--- config.mk ---
export PLATFORM = sky130hd
export DESIGN_NAME = key_value_string_lookup
export DESIGN_NICKNAME = d
export VERILOG_FILES = /design/src/hdl/kvsl_pkg.sv /design/src/hdl/kvsl_cfg.sv /design/src/hdl/kvsl_scan.sv /design/src/hdl/kvsl_outbuf.sv /design/src/hdl/key_value_string_lookup.sv
export SDC_FILE = /design/constraint.sdc
export NUM_CORES = 1
export LEC_CHECK = 0
export BUFFER_PORTS_ARGS = -buffer_cell sky130_fd_sc_hd__buf_2
export CORE_ASPECT_RATIO = 0.5
export CORE_MARGIN = 2
export CORE_UTILIZATION = 57
export DETAILED_ROUTE_END_ITERATION = 12
export MAX_ROUTING_LAYER = met4
export PLACE_DENSITY = 0.81
export SYNTH_ARGS = -nofsm -noshare
export SYNTH_HDL_FRONTEND = slang
export SYNTH_HIERARCHICAL = 1
export SYNTH_SLANG_ARGS = --single-unit
--- constraint.sdc ---
create_clock -name clk -period 4.7 [get_ports clk]
set_clock_uncertainty 0.1 [all_clocks]
set_input_delay 0.235 -clock clk [delete_from_list [all_inputs] [get_ports clk]]
set_output_delay 0.235 -clock clk [all_outputs]
set_load 0.01 [all_outputs]
--- src/hdl/kvsl_pkg.sv ---
// Shared types, constants and register map of the key/value string lookup block.
package kvsl_pkg;

  localparam int KVSL_MAX_KEY_LEN = 8;
  localparam int KVSL_MAX_DELIMS  = 4;

  localparam int CFG_ADDR_W = 6;
  localparam int CFG_DATA_W = 64;

  localparam logic [7:0] CHAR_EQ  = 8'h3D;
  localparam logic [7:0] CHAR_NUL = 8'h00;
  localparam logic [7:0] CHAR_SP  = 8'h20;
  localparam logic [7:0] CHAR_TAB = 8'h09;
  localparam logic [7:0] CHAR_CR  = 8'h0D;

  typedef enum logic [2:0] {
    REG_KEY_CHARS       = 3'd0,
    REG_KEY_LENGTH      = 3'd1,
    REG_DELIMITER_CHARS = 3'd2,
    REG_DELIMITER_COUNT = 3'd3,
    REG_VALUE_LIMIT     = 3'd4
  } reg_idx_t;

  typedef enum logic [5:0] {
    PH_BETWEEN = 6'b000001,
    PH_LEADWS  = 6'b000010,
    PH_KEYPART = 6'b000100,
    PH_SKIP    = 6'b001000,
    PH_VALUE   = 6'b010000,
    PH_DONE    = 6'b100000
  } phase_t;

  typedef struct packed {
    logic [7:0] text_byte;
    logic       end_of_text;
  } in_word_t;

  typedef struct packed {
    logic        is_summary;
    logic [7:0]  value_byte;
    logic        found;
    logic [11:0] value_length;
  } out_word_t;

  typedef struct packed {
    logic [63:0] key_chars;
    logic [3:0]  key_length;
    logic [31:0] delimiter_chars;
    logic [2:0]  delimiter_count;
    logic [11:0] value_limit;
  } cfg_t;

endpackage

--- src/hdl/kvsl_cfg.sv ---
// APB-style configuration register file of the key/value string lookup block.
module kvsl_cfg (
  input  logic                             clk,
  input  logic                             rst_n,
  input  logic                             psel,
  input  logic                             penable,
  input  logic                             pwrite,
  input  logic [kvsl_pkg::CFG_ADDR_W-1:0]  paddr,
  input  logic [kvsl_pkg::CFG_DATA_W-1:0]  pwdata,
  output logic [kvsl_pkg::CFG_DATA_W-1:0]  prdata,
  output logic                             pready,
  output kvsl_pkg::cfg_t                   cfg
);
  import kvsl_pkg::*;

  cfg_t     cfg_r;
  cfg_t     cfg_nxt;
  reg_idx_t idx;
  logic     wr_en;

  assign idx    = reg_idx_t'(paddr[CFG_ADDR_W-1:3]);
  assign wr_en  = psel && penable && pwrite;
  assign pready = 1'b1;
  assign cfg    = cfg_r;

  always_comb begin
    cfg_nxt = cfg_r;
    if (wr_en) begin
      unique case (idx)
        REG_KEY_CHARS:       cfg_nxt.key_chars       = pwdata;
        REG_KEY_LENGTH:      cfg_nxt.key_length      = pwdata[3:0];
        REG_DELIMITER_CHARS: cfg_nxt.delimiter_chars = pwdata[31:0];
        REG_DELIMITER_COUNT: cfg_nxt.delimiter_count = pwdata[2:0];
        REG_VALUE_LIMIT:     cfg_nxt.value_limit     = pwdata[11:0];
        default: ;
      endcase
    end
  end

  always_comb begin
    unique case (idx)
      REG_KEY_CHARS:       prdata = cfg_r.key_chars;
      REG_KEY_LENGTH:      prdata = {60'd0, cfg_r.key_length};
      REG_DELIMITER_CHARS: prdata = {32'd0, cfg_r.delimiter_chars};
      REG_DELIMITER_COUNT: prdata = {61'd0, cfg_r.delimiter_count};
      REG_VALUE_LIMIT:     prdata = {52'd0, cfg_r.value_limit};
      default:             prdata = '0;
    endcase
  end

  always_ff @(posedge clk) begin
    if (!rst_n) begin
      cfg_r.key_chars       <= '0;
      cfg_r.key_length      <= '0;
      cfg_r.delimiter_chars <= '0;
      cfg_r.delimiter_count <= 3'd1;
      cfg_r.value_limit     <= 12'd255;
    end else begin
      cfg_r <= cfg_nxt;
    end
  end

endmodule

--- src/hdl/kvsl_scan.sv ---
// Input register and per-byte token scanner of the key/value string lookup block.
module kvsl_scan #(
  parameter int MAX_KEY_LEN = kvsl_pkg::KVSL_MAX_KEY_LEN,
  parameter int MAX_DELIMS  = kvsl_pkg::KVSL_MAX_DELIMS
) (
  input  logic                clk,
  input  logic                rst_n,
  input  kvsl_pkg::cfg_t      cfg,
  input  logic                in_valid,
  output logic                in_stall,
  input  kvsl_pkg::in_word_t  in_word,
  input  logic                res_ready,
  output logic                res_valid,
  output kvsl_pkg::out_word_t res_word
);
  import kvsl_pkg::*;

  localparam int KLIM = (MAX_KEY_LEN < 8) ? MAX_KEY_LEN : 8;
  localparam int DLIM = (MAX_DELIMS < 4) ? MAX_DELIMS : 4;

  logic        s1_valid_r, s1_valid_nxt;
  in_word_t    s1_word_r;
  phase_t      phase_r, phase_nxt;
  logic [3:0]  pos_r, pos_nxt;
  logic        match_r, match_nxt;
  logic [11:0] emitted_r, emitted_nxt;
  logic        found_r, found_nxt;

  logic        accept;
  logic        fire;
  logic [7:0]  c;
  logic [3:0]  key_len;
  logic        is_delim;
  logic        is_ws;
  logic [7:0]  key_byte;

  assign accept   = in_valid && !in_stall;
  assign fire     = s1_valid_r && res_ready;
  assign in_stall = s1_valid_r && !res_ready;
  assign c        = s1_word_r.text_byte;
  assign is_ws    = (c == CHAR_SP) || (c >= CHAR_TAB && c <= CHAR_CR);
  assign key_byte = cfg.key_chars[8*pos_r[2:0] +: 8];

  always_comb begin
    logic [3:0] n;
    logic       stop;
    n       = (cfg.key_length > 4'(KLIM)) ? 4'(KLIM) : cfg.key_length;
    key_len = n;
    stop    = 1'b0;
    for (int i = 0; i < KLIM; i++) begin
      if (!stop && 4'(i) < n && cfg.key_chars[8*i +: 8] == CHAR_NUL) begin
        key_len = 4'(i);
        stop    = 1'b1;
      end
    end
  end

  always_comb begin
    logic [2:0] n;
    logic       alive;
    n        = (cfg.delimiter_count > 3'(DLIM)) ? 3'(DLIM) : cfg.delimiter_count;
    alive    = 1'b1;
    is_delim = 1'b0;
    for (int i = 0; i < DLIM; i++) begin
      if (alive && 3'(i) < n) begin
        if (cfg.delimiter_chars[8*i +: 8] == CHAR_NUL) begin
          alive = 1'b0;
        end else if (cfg.delimiter_chars[8*i +: 8] == c) begin
          is_delim = 1'b1;
        end
      end
    end
  end

  always_comb begin
    logic key_step;
    key_step     = 1'b0;
    phase_nxt    = phase_r;
    pos_nxt      = pos_r;
    match_nxt    = match_r;
    emitted_nxt  = emitted_r;
    found_nxt    = found_r;
    res_valid    = 1'b0;
    res_word     = '0;
    if (fire) begin
      if (s1_word_r.end_of_text) begin
        res_valid              = 1'b1;
        res_word.is_summary    = 1'b1;
        res_word.found         = found_r;
        res_word.value_length  = emitted_r;
        phase_nxt              = PH_BETWEEN;
        pos_nxt                = '0;
        match_nxt              = 1'b1;
        emitted_nxt            = '0;
        found_nxt              = 1'b0;
      end else if (phase_r == PH_DONE) begin
        phase_nxt = PH_DONE;
      end else if (c == CHAR_NUL) begin
        phase_nxt = PH_DONE;
      end else if (is_delim) begin
        if (phase_r == PH_VALUE) begin
          phase_nxt = PH_DONE;
        end else begin
          phase_nxt = PH_BETWEEN;
          pos_nxt   = '0;
          match_nxt = 1'b1;
        end
      end else begin
        unique case (phase_r)
          PH_BETWEEN, PH_LEADWS: begin
            if (is_ws) begin
              phase_nxt = PH_LEADWS;
            end else begin
              phase_nxt = PH_KEYPART;
              key_step  = 1'b1;
            end
          end
          PH_KEYPART: key_step = 1'b1;
          PH_VALUE: begin
            if (emitted_r < cfg.value_limit) begin
              emitted_nxt         = emitted_r + 12'd1;
              res_valid           = 1'b1;
              res_word.value_byte = c;
            end
          end
          default: ;
        endcase
        if (key_step) begin
          if (c == CHAR_EQ) begin
            if (match_r) begin
              found_nxt = 1'b1;
              phase_nxt = PH_VALUE;
            end else begin
              phase_nxt = PH_SKIP;
            end
          end else if (pos_r >= key_len) begin
            match_nxt = 1'b0;
          end else begin
            if (key_byte != c) begin
              match_nxt = 1'b0;
            end
            pos_nxt = pos_r + 4'd1;
          end
        end
      end
    end
  end

  always_comb begin
    s1_valid_nxt = s1_valid_r;
    if (accept) begin
      s1_valid_nxt = 1'b1;
    end else if (fire) begin
      s1_valid_nxt = 1'b0;
    end
  end

  always_ff @(posedge clk) begin
    if (accept) begin
      s1_word_r <= in_word;
    end
  end

  always_ff @(posedge clk) begin
    if (!rst_n) begin
      s1_valid_r <= 1'b0;
      phase_r    <= PH_BETWEEN;
      pos_r      <= '0;
      match_r    <= 1'b1;
      emitted_r  <= '0;
      found_r    <= 1'b0;
    end else begin
      s1_valid_r <= s1_valid_nxt;
      phase_r    <= phase_nxt;
      pos_r      <= pos_nxt;
      match_r    <= match_nxt;
      emitted_r  <= emitted_nxt;
      found_r    <= found_nxt;
    end
  end

  a_done_holds: assert property (@(posedge clk) disable iff (!rst_n)
    (fire && phase_r == PH_DONE && !s1_word_r.end_of_text) |=> phase_r == PH_DONE)
    else $error("scan left the done phase without a terminator");

  a_pos_bound: assert property (@(posedge clk) disable iff (!rst_n)
    pos_r <= 4'(KLIM))
    else $error("key position ran past the key length limit");

  a_byte_in_value: assert property (@(posedge clk) disable iff (!rst_n)
    (res_valid && !res_word.is_summary) |-> phase_r == PH_VALUE)
    else $error("value byte emitted outside a value");

  a_summary_clears: assert property (@(posedge clk) disable iff (!rst_n)
    (fire && s1_word_r.end_of_text) |=> (emitted_r == 12'd0 && !found_r && match_r))
    else $error("terminator did not clear the scan state");

endmodule

--- src/hdl/kvsl_outbuf.sv ---
// Result register with skid stage of the key/value string lookup block.
module kvsl_outbuf (
  input  logic                clk,
  input  logic                rst_n,
  input  logic                res_valid,
  input  kvsl_pkg::out_word_t res_word,
  output logic                res_ready,
  output logic                out_valid,
  input  logic                out_stall,
  output kvsl_pkg::out_word_t out_word
);
  import kvsl_pkg::*;

  logic      out_valid_r, out_valid_nxt;
  out_word_t out_word_r, out_word_nxt;
  logic      skd_valid_r, skd_valid_nxt;
  out_word_t skd_word_r, skd_word_nxt;
  logic      drain;

  assign res_ready = !skd_valid_r;
  assign out_valid = out_valid_r;
  assign out_word  = out_word_r;
  assign drain     = !out_valid_r || !out_stall;

  always_comb begin
    out_valid_nxt = out_valid_r;
    out_word_nxt  = out_word_r;
    skd_valid_nxt = skd_valid_r;
    skd_word_nxt  = skd_word_r;
    if (drain) begin
      if (skd_valid_r) begin
        out_valid_nxt = 1'b1;
        out_word_nxt  = skd_word_r;
        skd_valid_nxt = 1'b0;
      end else begin
        out_valid_nxt = res_valid;
        out_word_nxt  = res_word;
      end
    end else if (res_valid && res_ready) begin
      skd_valid_nxt = 1'b1;
      skd_word_nxt  = res_word;
    end
  end

  always_ff @(posedge clk) begin
    out_word_r <= out_word_nxt;
    skd_word_r <= skd_word_nxt;
  end

  always_ff @(posedge clk) begin
    if (!rst_n) begin
      out_valid_r <= 1'b0;
      skd_valid_r <= 1'b0;
    end else begin
      out_valid_r <= out_valid_nxt;
      skd_valid_r <= skd_valid_nxt;
    end
  end

  a_skid_behind_head: assert property (@(posedge clk) disable iff (!rst_n)
    skd_valid_r |-> out_valid_r)
    else $error("skid word held with an empty result register");

endmodule

--- src/hdl/key_value_string_lookup.sv ---
// Top level of the key/value string lookup block.
// Usage: the input channel (in_valid, in_stall, in_word) takes one text word per
// cycle while in_stall is low: a text byte, or a terminator with end_of_text set.
// Bytes are cut into tokens by the configured delimiters; the value bytes of the
// first token whose key part is a prefix of the configured key leave on the result
// channel (out_valid, out_stall, out_word), one word per byte, up to value_limit
// of them. A terminator yields one summary word with found and value_length, and
// rearms the scan for the next text. A word is registered at the input and scanned
// there once the result side is ready; its result goes to the result register, or
// to the skid stage while out_stall holds that register. Throughput: one word per
// cycle while in_stall is low, set by the combinational scan step between input
// and result registers. Stall: a result register and a one-word skid stage hold
// results while out_stall is high; in_stall rises once the skid stage is occupied
// while the input register holds a word.
// Reset (rst_n low, synchronous) empties all stages, returns the scan to
// between tokens and loads register defaults (delimiter_count 1,
// value_limit 255, others zero). Registers are written over the APB-style
// port at byte address 8*index and should be written only while idle.
module key_value_string_lookup #(
  parameter int MAX_KEY_LEN = kvsl_pkg::KVSL_MAX_KEY_LEN,
  parameter int MAX_DELIMS  = kvsl_pkg::KVSL_MAX_DELIMS
) (
  input  logic                             clk,
  input  logic                             rst_n,
  input  logic                             in_valid,
  output logic                             in_stall,
  input  kvsl_pkg::in_word_t               in_word,
  output logic                             out_valid,
  input  logic                             out_stall,
  output kvsl_pkg::out_word_t              out_word,
  input  logic                             psel,
  input  logic                             penable,
  input  logic                             pwrite,
  input  logic [kvsl_pkg::CFG_ADDR_W-1:0]  paddr,
  input  logic [kvsl_pkg::CFG_DATA_W-1:0]  pwdata,
  output logic [kvsl_pkg::CFG_DATA_W-1:0]  prdata,
  output logic                             pready
);
  import kvsl_pkg::*;

  cfg_t      cfg;
  logic      res_valid;
  logic      res_ready;
  out_word_t res_word;

  kvsl_cfg u_cfg (
    .clk     (clk),
    .rst_n   (rst_n),
    .psel    (psel),
    .penable (penable),
    .pwrite  (pwrite),
    .paddr   (paddr),
    .pwdata  (pwdata),
    .prdata  (prdata),
    .pready  (pready),
    .cfg     (cfg)
  );

  kvsl_scan #(
    .MAX_KEY_LEN (MAX_KEY_LEN),
    .MAX_DELIMS  (MAX_DELIMS)
  ) u_scan (
    .clk       (clk),
    .rst_n     (rst_n),
    .cfg       (cfg),
    .in_valid  (in_valid),
    .in_stall  (in_stall),
    .in_word   (in_word),
    .res_ready (res_ready),
    .res_valid (res_valid),
    .res_word  (res_word)
  );

  kvsl_outbuf u_outbuf (
    .clk       (clk),
    .rst_n     (rst_n),
    .res_valid (res_valid),
    .res_word  (res_word),
    .res_ready (res_ready),
    .out_valid (out_valid),
    .out_stall (out_stall),
    .out_word  (out_word)
  );

endmodule
# After elaboration in Yosys (flattened, before gate mapping)
# Index checks and enable logic that the tools add are counted.
# op_classes
n_mul	0
addsub	2
reduce_logical	72
shifts	1
div_mod_pow	0
muxes	103
n_lt_le_gt_ge	18
bitwise	2
n_eq_ne	22
# ops
cell	n
case mux 64 bit (5 select lines)	1
logical NOT 8 bit	13
two-way mux 12 bit	6
two-way mux 4 bit	17
variable part select 64 x 7 -> 8 bit	1
two-way mux 1 bit	58
two-way mux 6 bit	8
two-way mux 8 bit	6
two-way mux 22 bit	2
== test 8 bit	4
logical AND 1 bit	25
AND reduction 7 bit	3
== test 8 x 6 -> 1 bit, second input constant	2
< comparator 3 x 4 -> 1 bit, first input constant	4
two-way mux 13 bit	1
adder 12 x 1 -> 12 bit, second input constant	1
< comparator 12 bit	1
AND reduction 2 bit	6
nonzero test 2 bit	6
logical NOT 1 bit	11
>= comparator 8 x 4 -> 1 bit, second input constant	1
less-or-equal comparator 8 x 4 -> 1 bit, second input constant	1
< comparator 1 x 4 -> 1 bit, first input constant	2
< comparator 2 x 4 -> 1 bit, first input constant	2
28 further kinds	38
# word_totals
ramBits	0
out_inout_bits	89
romBits	0
reg_bits	195
latchBits	0
n_memories	0
word_cells	243

# Longest topological paths before layout
# Gate-level depths: netlist of run 1.
# logic_depth
depth_word	41
depth_mapped	15
mapped_depth_nobuf	15

# By module
# Netlist of run 1, hierarchy kept.
# modules_own_cells
mod	area_each_um2	seq_area_each_um2	cells_each	n_inst
kvsl_cfg	5277.6	2302.2	574	1
kvsl_scan	3512.1	770.7	420	1
kvsl_outbuf	1760.4	1361.3	77	1

# Least setup slack after synthesis of run 1
# Ideal clock, no wire load.
# synth_path
kind	flip-flop to flip-flop
startpoint	reg u_scan.s1_word_r, in the netlist u_scan/c[2]
endpoint	reg u_outbuf/skd_word_r[0] (netlist bit) (enable)
path_slack_ps	495
path_stages_with_launch	11
arrival_ps	3671
cell_sequence	edfxtp_1 -> buf_6 -> nor3_2 -> a21oi_1 -> o2111a_1 -> o21ai_1 -> nand2_2 -> o31a_2 -> buf_4 -> inv_2 -> nor3b_1
# synth_via
elab_chain_cells	20
elab_cells_between_ends	24
classes_between	eq/ne (4); mux (17); reduce/logical (3)
# synth_lines
element	line	text
start, declared	kvsl_scan.sv:22	in_word_t s1_word_r;
start signal, assigned	kvsl_scan.sv:160	s1_word_r <= in_word;
== test 8 bit	kvsl_scan.sv:68	end else if (cfg.delimiter_chars[8*i +: 8] == c) begin
two-way mux 1 bit	kvsl_scan.sv:68	
two-way mux 1 bit	kvsl_scan.sv:66	if (cfg.delimiter_chars[8*i +: 8] == CHAR_NUL) begin
two-way mux 1 bit	kvsl_scan.sv:65	if (alive && 3'(i) < n) begin
two-way mux 1 bit	kvsl_scan.sv:68	
two-way mux 1 bit	kvsl_scan.sv:66	
two-way mux 1 bit	kvsl_scan.sv:65	
two-way mux 1 bit	kvsl_scan.sv:68	
[... 5 more ...]	-	
two-way mux 1 bit	kvsl_scan.sv:100	end else if (is_delim) begin
two-way mux 1 bit (*)	kvsl_scan.sv:98	end else if (c == CHAR_NUL) begin
two-way mux 1 bit (*)	kvsl_scan.sv:96	end else if (phase_r == PH_DONE) begin
two-way mux 1 bit (*)	kvsl_scan.sv:86	if (s1_word_r.end_of_text) begin
two-way mux 1 bit (*)	kvsl_scan.sv:85	if (fire) begin
net res_valid	key_value_string_lookup.sv:42	logic res_valid;
logical AND 1 bit (*)	kvsl_outbuf.sv:39	end else if (res_valid && res_ready) begin
AND reduction 2 bit (no source line) (*)	-	
end signal, assigned	kvsl_outbuf.sv:47	skd_word_r <= skd_word_nxt;
end, declared	kvsl_outbuf.sv:17	out_word_t skd_word_r, skd_word_nxt;
# Mark *: on every way through the listed nets, which the timed path passes. The rest lies on a longest branch.
# A chain may end at the register's enable or synchronous reset.

# Final worst setup path of run 1
# layout_path
startpoint	reg u_cfg.cfg_r, in the netlist u_cfg/cfg[111]
endpoint	reg u_scan.match_r
# layout_via
elab_chain_cells	11
elab_cells_between_ends	15
classes_between	order compare (1); eq/ne (1); shift (1); mux (8); reduce/logical (4)
# layout_lines
element	line	text
start, declared	kvsl_cfg.sv:16	cfg_t cfg_r;
start signal, assigned	kvsl_cfg.sv:59	cfg_r <= cfg_nxt;
logical NOT 8 bit	kvsl_scan.sv:51	if (!stop && 4'(i) < n && cfg.key_chars[8*i +: 8] == CHAR_NUL) begin
logical AND 1 bit	kvsl_scan.sv:51	
two-way mux 4 bit	kvsl_scan.sv:51	
>= comparator 4 bit	kvsl_scan.sv:136	end else if (pos_r >= key_len) begin
two-way mux 1 bit	kvsl_scan.sv:136	
two-way mux 1 bit	kvsl_scan.sv:129	if (c == CHAR_EQ) begin
two-way mux 1 bit	kvsl_scan.sv:128	if (key_step) begin
two-way mux 1 bit	kvsl_scan.sv:100	
two-way mux 1 bit	kvsl_scan.sv:98	
two-way mux 1 bit	kvsl_scan.sv:96	
two-way mux 1 bit	kvsl_scan.sv:86	
end signal, assigned	kvsl_scan.sv:176	match_r <= match_nxt;
end, declared	kvsl_scan.sv:25	logic match_r, match_nxt;
# Parallel ways exist; a longest one is shown, timed or not. The select of a mux whose other input is x is not followed.

==> results of run 1 <==
==> layout by cell type, fill, tap and decap left out, drive strengths merged, types with 18 or more instances in the layout <==
| cell type | instances |
|---|---|
| o21ai | 23 |
| edfxtp | 53 |
| nor2 | 34 |
| buf | 179 |
| mux2 | 26 |
| inv | 32 |
| dfxtp | 142 |
| and2 | 55 |
| a22o | 20 |
| nor4 | 33 |
| clkbuf | 20 |
| dlygate4sd3 | 67 |
| mux2i | 128 |
| nand2 | 210 |
| a21oi | 18 |
| xor2 | 27 |
==> metal layers <==
metal	vias up	GRT usage	wire [um]
met5	-	-	0
met4	0	0.101	699
met3	75	0.0581	2090
met2	407	0.480	13400
met1	4307	0.379	12200
li1	4187	-	-
==> how the worst max path moves through the flow <==
stage	start	endpoint	slack (ns)
2_1_floorplan	u_scan/c[2]	u_outbuf/skd_word_r[0]	0.50
5_1_grt	u_cfg/cfg[100]	u_scan/match_r	0.74
6_report	u_cfg/cfg[111]	u_scan/match_r	0.96
3_5_place_dp	u_cfg/cfg[111]	u_scan/match_r	1.11
3_3_place_gp	u_cfg/cfg[111]	u_scan/match_r	1.20
4_1_cts	u_cfg/cfg[111]	u_scan/match_r	1.08
==> flip-flops by register name, indices dropped and copies added, names as in the netlist <==
name / cells
u_cfg/cfg: 115
u_outbuf/out_valid: 1
u_outbuf/out_word: 22
u_outbuf/skd_valid_r: 1
u_outbuf/skd_word_r: 22
u_scan/c: 8
u_scan/emitted_r: 12
u_scan/found_r: 1
u_scan/match_r: 1
u_scan/phase_r: 6
u_scan/pos_r: 4
u_scan/s1_valid_r: 1
u_scan/s1_word_r: 1
==> power breakdown <==
part	switching (W)	leakage (nW)	total, W	internal, W
Sequential	0.0000352	1.67	0.00177	0.00174
Combinational	0.000151	3.24	0.000281	0.000131
Clock	0.000641	0.295	0.00154	0.000894
Total	0.000827	5.21	0.00359	0.00276
==> through the flow <==
stage	instance area (um^2)	hold slack, ns	power [W]	setup slack (ns)
after global placement	11300	0.313	0.00203	1.20
after CTS	12600	0.00457	0.00360	1.08
after detailed placement	11300	0.314	0.00204	1.11
after global routing	12600	0.0106	0.00370	0.745
after floorplan	10600	0.234	0.00196	0.495
final	12600	0.0191	0.00359	0.958
==> cells by family after synthesis <==
kind of cell	count (synthesis)
other cells	1
simple gates	419
mux	170
fa+ha+maj	17
xor+xnor	41
buf+inv	100
flops	195
compound gates	128
==> tightest hold or removal path, delay by kind of cell <==
family	cells	cell delay, ns
and+or+nand+nor	1	0.06
muxes	1	0.11
buffers and inverters	1	0.11
==> cell type report <==
type | instances | area, um^2
clock buffers | 20 | 437
flip-flops and latches | 195 | 4430
multi-input cells | 776 | 5570
fillers | 1321 | 5640
clock inverters | 12 | 180
inverters | 30 | 113
repair buffers | 246 | 1590
well taps | 240 | 300
==> what timing repair did <==
action,in CTS,in global routing
endpoints found under the hold margin,85,0
hold buffers,67,0
resized for setup,0,0
==> results.yml, run 1 <==
run_status:
  status: "finished clean"
detailed_routing:
  postRouteWirelength_mm: 28.4
  viasPerCell: 5.91
  detail-route-antenna-nets: 0
  drt_first_iter_violations: 966
  dr.pass1.iters: 5
  vias: 8976
  route.detailed.drc: 0
  wl_per_cell_um: 18.7
yosys:
  yosys-top-cells-area: "dfxtp_1 (27%), edfxtp_1 (15%), mux2i_1 (12%)"
  synth_edf_count: 53
  synth_compound_area_frac: 0.0859
  syn_area_per_cell_um2: 9.85
  post_synth_xor_area_fraction: 0.0340
  synth_cell_types: 71
  synth_area_leader_cell: "dfxtp_1"
  synth_fa_ha_area_frac: 0.0202
  ys.flop_type: "dfxtp_1"
  muxShareOfSynthArea: 0.189
  synth_top_family_by_area: "simple AND/OR/NAND/NOR gates"
  synth_cells: 1071
  synth_seq_cells: 195
  synth_fp_nets: 1174
  synth_warnings: 6
  synth-simple-area-share: 0.196
  synth_top_area_frac: 0.269
  synth_top_cells_by_count: "nand2_1 (209), dfxtp_1 (142), mux2i_1 (128)"
  ys_seq_area_frac: 0.420
  async_flop_share: 0
  synth_most_common_cell: "nand2_1"
  syn-cell-area_mm2: 0.0106
place:
  place_inst: 1420
  port_buffers: 170
  place.gp.congestion: 0.932
  hpwlAfterDp_mm: 19.4
grt:
  grt_pass1_vias: 8650
  grt_usage: 0.297
  grt-ovfl-total: 0
  grt_max_degree: 88
  grt_pass1_wl_mm: 44.7
  antenna_found_initial: 0
cts:
  root_buffer: "clkbuf_16"
  cts_buffers: 17
  cts_sinks: 195
  cts_setup_buffers: 0
  clk_path_buf_depth: 2
  clk_latency_ns: 0.44
  cts_tree: "built"
  clk_pin_slew_ns: 0.07
  htreeDepth: 4
worst_hold_path:
  min_to: "u_cfg/cfg[12]"
  min_path_cells: 3
  worstHoldStart: "pwdata[0]"
  hold_class: "in -> reg"
sta:
  fmax_mhz: 267
  setup_viol: 0
  final-max-slew-violation-count: 0
  rsz0062_at_grt: "false"
  min_period_ns: 3.74
  hold_viol: 0
  finalCritPeriodShare: 0.796
  max_slew_margin: 0.246
  finalSetupTns_ns: 0
  tightest_slew_ns: 1.12
final_layout:
  area_growth_pct: 19.7
  n_antenna_cell: 0
  final_core_util: 0.691
  nets: 1369
  drive_gt1_frac: 0.213
  fin_cells: 1519
pwr:
  powerDensity_mw_per_mm2: 284
  power.leakage_nw: 5.21
  max-vdd-ir-drop_mv: 0.268
die:
  initial_core_util: 0.578
  core_region_area_mm2: 0.0183
  chipWidth_um: 196
  die_area_mm2: 0.0197
  pin_count: 175
  num_rows: 35
  fp.dieH_um: 100
worst_setup_path:
  regToRegEndpoint: "u_scan/match_r"
  cp-start-kind: "register"
  r2r_start: "u_cfg/cfg[111]"
  cp_max_fo: 4
  r2r_setup_slack_ns: 0.96
  path_class: "reg -> reg"
  critPathArrivalTime_ns: 3.94
  cp.depth: 14
  crit_required_ns: 4.90
  crit_top_cell: "o21ai_0"
  max_stage_delay_ns: 0.60
  r2r_cells: 14
  path_buf_inv: 0
  end_kind: "register"
  crit_chain: "or4_1 -> nor3_1 -> a21oi_1 -> o21ai_0 -> a21oi_1 -> o21ai_0 -> and2_1 -> ha_1 -> o21ai_0 -> a211oi_1 -> nor4_1 -> or4_1 -> a21oi_1 -> o21ai_0"
  slowest_stage: "a211oi_1"
  critPathTopFamily: "simple AND/OR/NAND/NOR gates"
job:
  maxCapViolations: 0
(Power assumes the default switching activity.)
==> run 2: changes to the inputs <==
- clock period: 4.7 -> 3.7 ns (I/O delays scaled with it)
==> results.yml, run 2 (synthesis gave the netlist of run 1 again) <==
worst_setup_path:
  path_class: "reg -> reg"
  critPathArrivalTime_ns: 3.71
  slowest_stage: "or4_1"
  r2r_start: "u_cfg/cfg[111]"
  path_buf_inv: 0
  r2r_cells: 13
  end_kind: "register"
  cp_max_fo: 7
  crit_top_cell: "o21ai_0"
  crit_chain: "or4_1 -> nor3_1 -> a21oi_1 -> o21ai_0 -> a21oi_1 -> o21ai_0 -> and2_1 -> ha_1 -> o21ai_0 -> a211oi_2 -> o41a_2 -> or3_1 -> a21boi_1"
  crit_required_ns: 3.96
  r2r_setup_slack_ns: 0.25
  regToRegEndpoint: "u_scan/pos_r[3]"
  cp-start-kind: "register"
  critPathTopFamily: "compound AO/OA/AOI/OAI gates"
  max_stage_delay_ns: 0.54
cts:
  clk_latency_ns: 0.44
  cts_setup_buffers: 0
  clk_pin_slew_ns: 0.08
  cts_sinks: 195
  cts_tree: "built"
  htreeDepth: 4
  clk_path_buf_depth: 2
  cts_buffers: 17
  root_buffer: "clkbuf_16"
job:
  maxCapViolations: 0
detailed_routing:
  vias: 9045
  route.detailed.drc: 0
  wl_per_cell_um: 19.0
  dr.pass1.iters: 5
  detail-route-antenna-nets: 0
  viasPerCell: 5.92
  postRouteWirelength_mm: 29.0
  drt_first_iter_violations: 877
sta:
  rsz0062_at_grt: "false"
  hold_viol: 0
  setup_viol: 0
  min_period_ns: 3.45
  finalCritPeriodShare: 0.932
  tightest_slew_ns: 1.06
  finalSetupTns_ns: 0
  fmax_mhz: 290
  max_slew_margin: 0.289
  final-max-slew-violation-count: 0
grt:
  grt_pass1_wl_mm: 45.6
  grt-ovfl-total: 0
  grt_pass1_vias: 8890
  grt_usage: 0.303
  antenna_found_initial: 0
  grt_max_degree: 89
pwr:
  powerDensity_mw_per_mm2: 351
  max-vdd-ir-drop_mv: 0.353
  power.leakage_nw: 5.22
final_layout:
  mostFrequentLayoutCells: "nand2_1 (209), buf_2 (169), dfxtp_1 (142)"
  n_fill_cell: 1330
  area_growth_pct: 20.2
  fin_cells: 1528
  drive_gt1_frac: 0.216
  largest_register_ffs: 115
  nets: 1378
  layout_commonest_cell: "nand2_1"
  n_antenna_cell: 0
die:
  fp.dieH_um: 100
  chipWidth_um: 196
  pin_count: 175
  initial_core_util: 0.578
  core_region_area_mm2: 0.0183
  num_rows: 35
  die_area_mm2: 0.0197
place:
  place_inst: 1425
  hpwlAfterDp_mm: 20.0
  port_buffers: 170
  place.gp.congestion: 0.951
worst_hold_path:
  hold_class: "in -> reg"
  min_to: "u_cfg/cfg[7]"
  worstHoldStart: "rst_n"
  min_path_cells: 2
run_status:
  status: "finished clean"
run 2: changes by cell type in the layout (fill, tap and decap cells not counted), sizes merged:
cell         change
clkbuf           +2
bufinv           -3
dlygate4sd3      +4
clkinv           -1
inv              +1
clkinvlp         +1
buf              +5
run 2: worst max-delay path by stage:
stage / slack, ns / from / depth (start not counted) / end
finish: 0.25 / u_cfg/cfg[111] / 13 / u_scan/pos_r[3]
global route: 0.03 / u_cfg/cfg[111] / 13 / u_scan/pos_r[0]
CTS: 0.32 / u_cfg/cfg[111] / 14 / u_scan/match_r
detailed placement: 0.35 / u_cfg/cfg[111] / 14 / u_scan/match_r
global placement: 0.42 / u_cfg/cfg[111] / 13 / u_scan/pos_r[2]
floorplan: 0.28 / u_scan/c[2] / 10 / u_outbuf/skd_word_r[0]
run 2: through the flow:
step	instance area, um^2	setup slack, ns	hold slack, ns	utilization	total power, W
6_report	12700	0.250	0.0124	0.694	0.00445
5_1_grt	12700	0.0286	0.0107	0.694	0.00458
4_1_cts	12700	0.317	0.000222	0.694	0.00445
3_5_place_dp	11400	0.347	0.263	0.624	0.00260
3_3_place_gp	11400	0.415	0.263	0.624	0.00259
2_1_floorplan	10600	0.277	0.184	-	0.00249
run 2: layout make-up:
type | instances | area (um^2) | area share
clock buffer | 22 | 475 | 0.0375
sequential | 195 | 4430 | 0.350
multi-input combinational | 776 | 5570 | 0.440
timing repair buffer | 255 | 1690 | 0.133
clock inverter | 10 | 97.6 | 0.00770
tap | 240 | 300 | 0.0237
inverter | 30 | 113 | 0.00888
run 2: routing by layer:
| metal | share of wire | track usage | up-vias |
|---|---|---|---|
| met3 | 0.082 | 0.0521 | 90 |
| met2 | 0.47 | 0.493 | 445 |
| met4 | 0.028 | 0.115 | 0 |
| met5 | 0 | - | - |
| met1 | 0.42 | 0.383 | 4301 |
| li1 | - | - | 4209 |
run 2: report_power, final:
group | total, W | switching [W] | internal (W) | leakage, nW
Combinational | 0.000369 | 0.000197 | 0.000171 | 3.29
Sequential | 0.00225 | 0.0000422 | 0.00221 | 1.66
Clock | 0.00183 | 0.000835 | 0.000994 | 0.273
Total | 0.00445 | 0.00107 | 0.00337 | 5.22
run 2: what timing repair did:
item	4_1_cts	5_1_grt
endpoints found under the hold margin	102	0
hold buffers	71	0
setup endpoints to repair	0	1
resized for setup	0	1
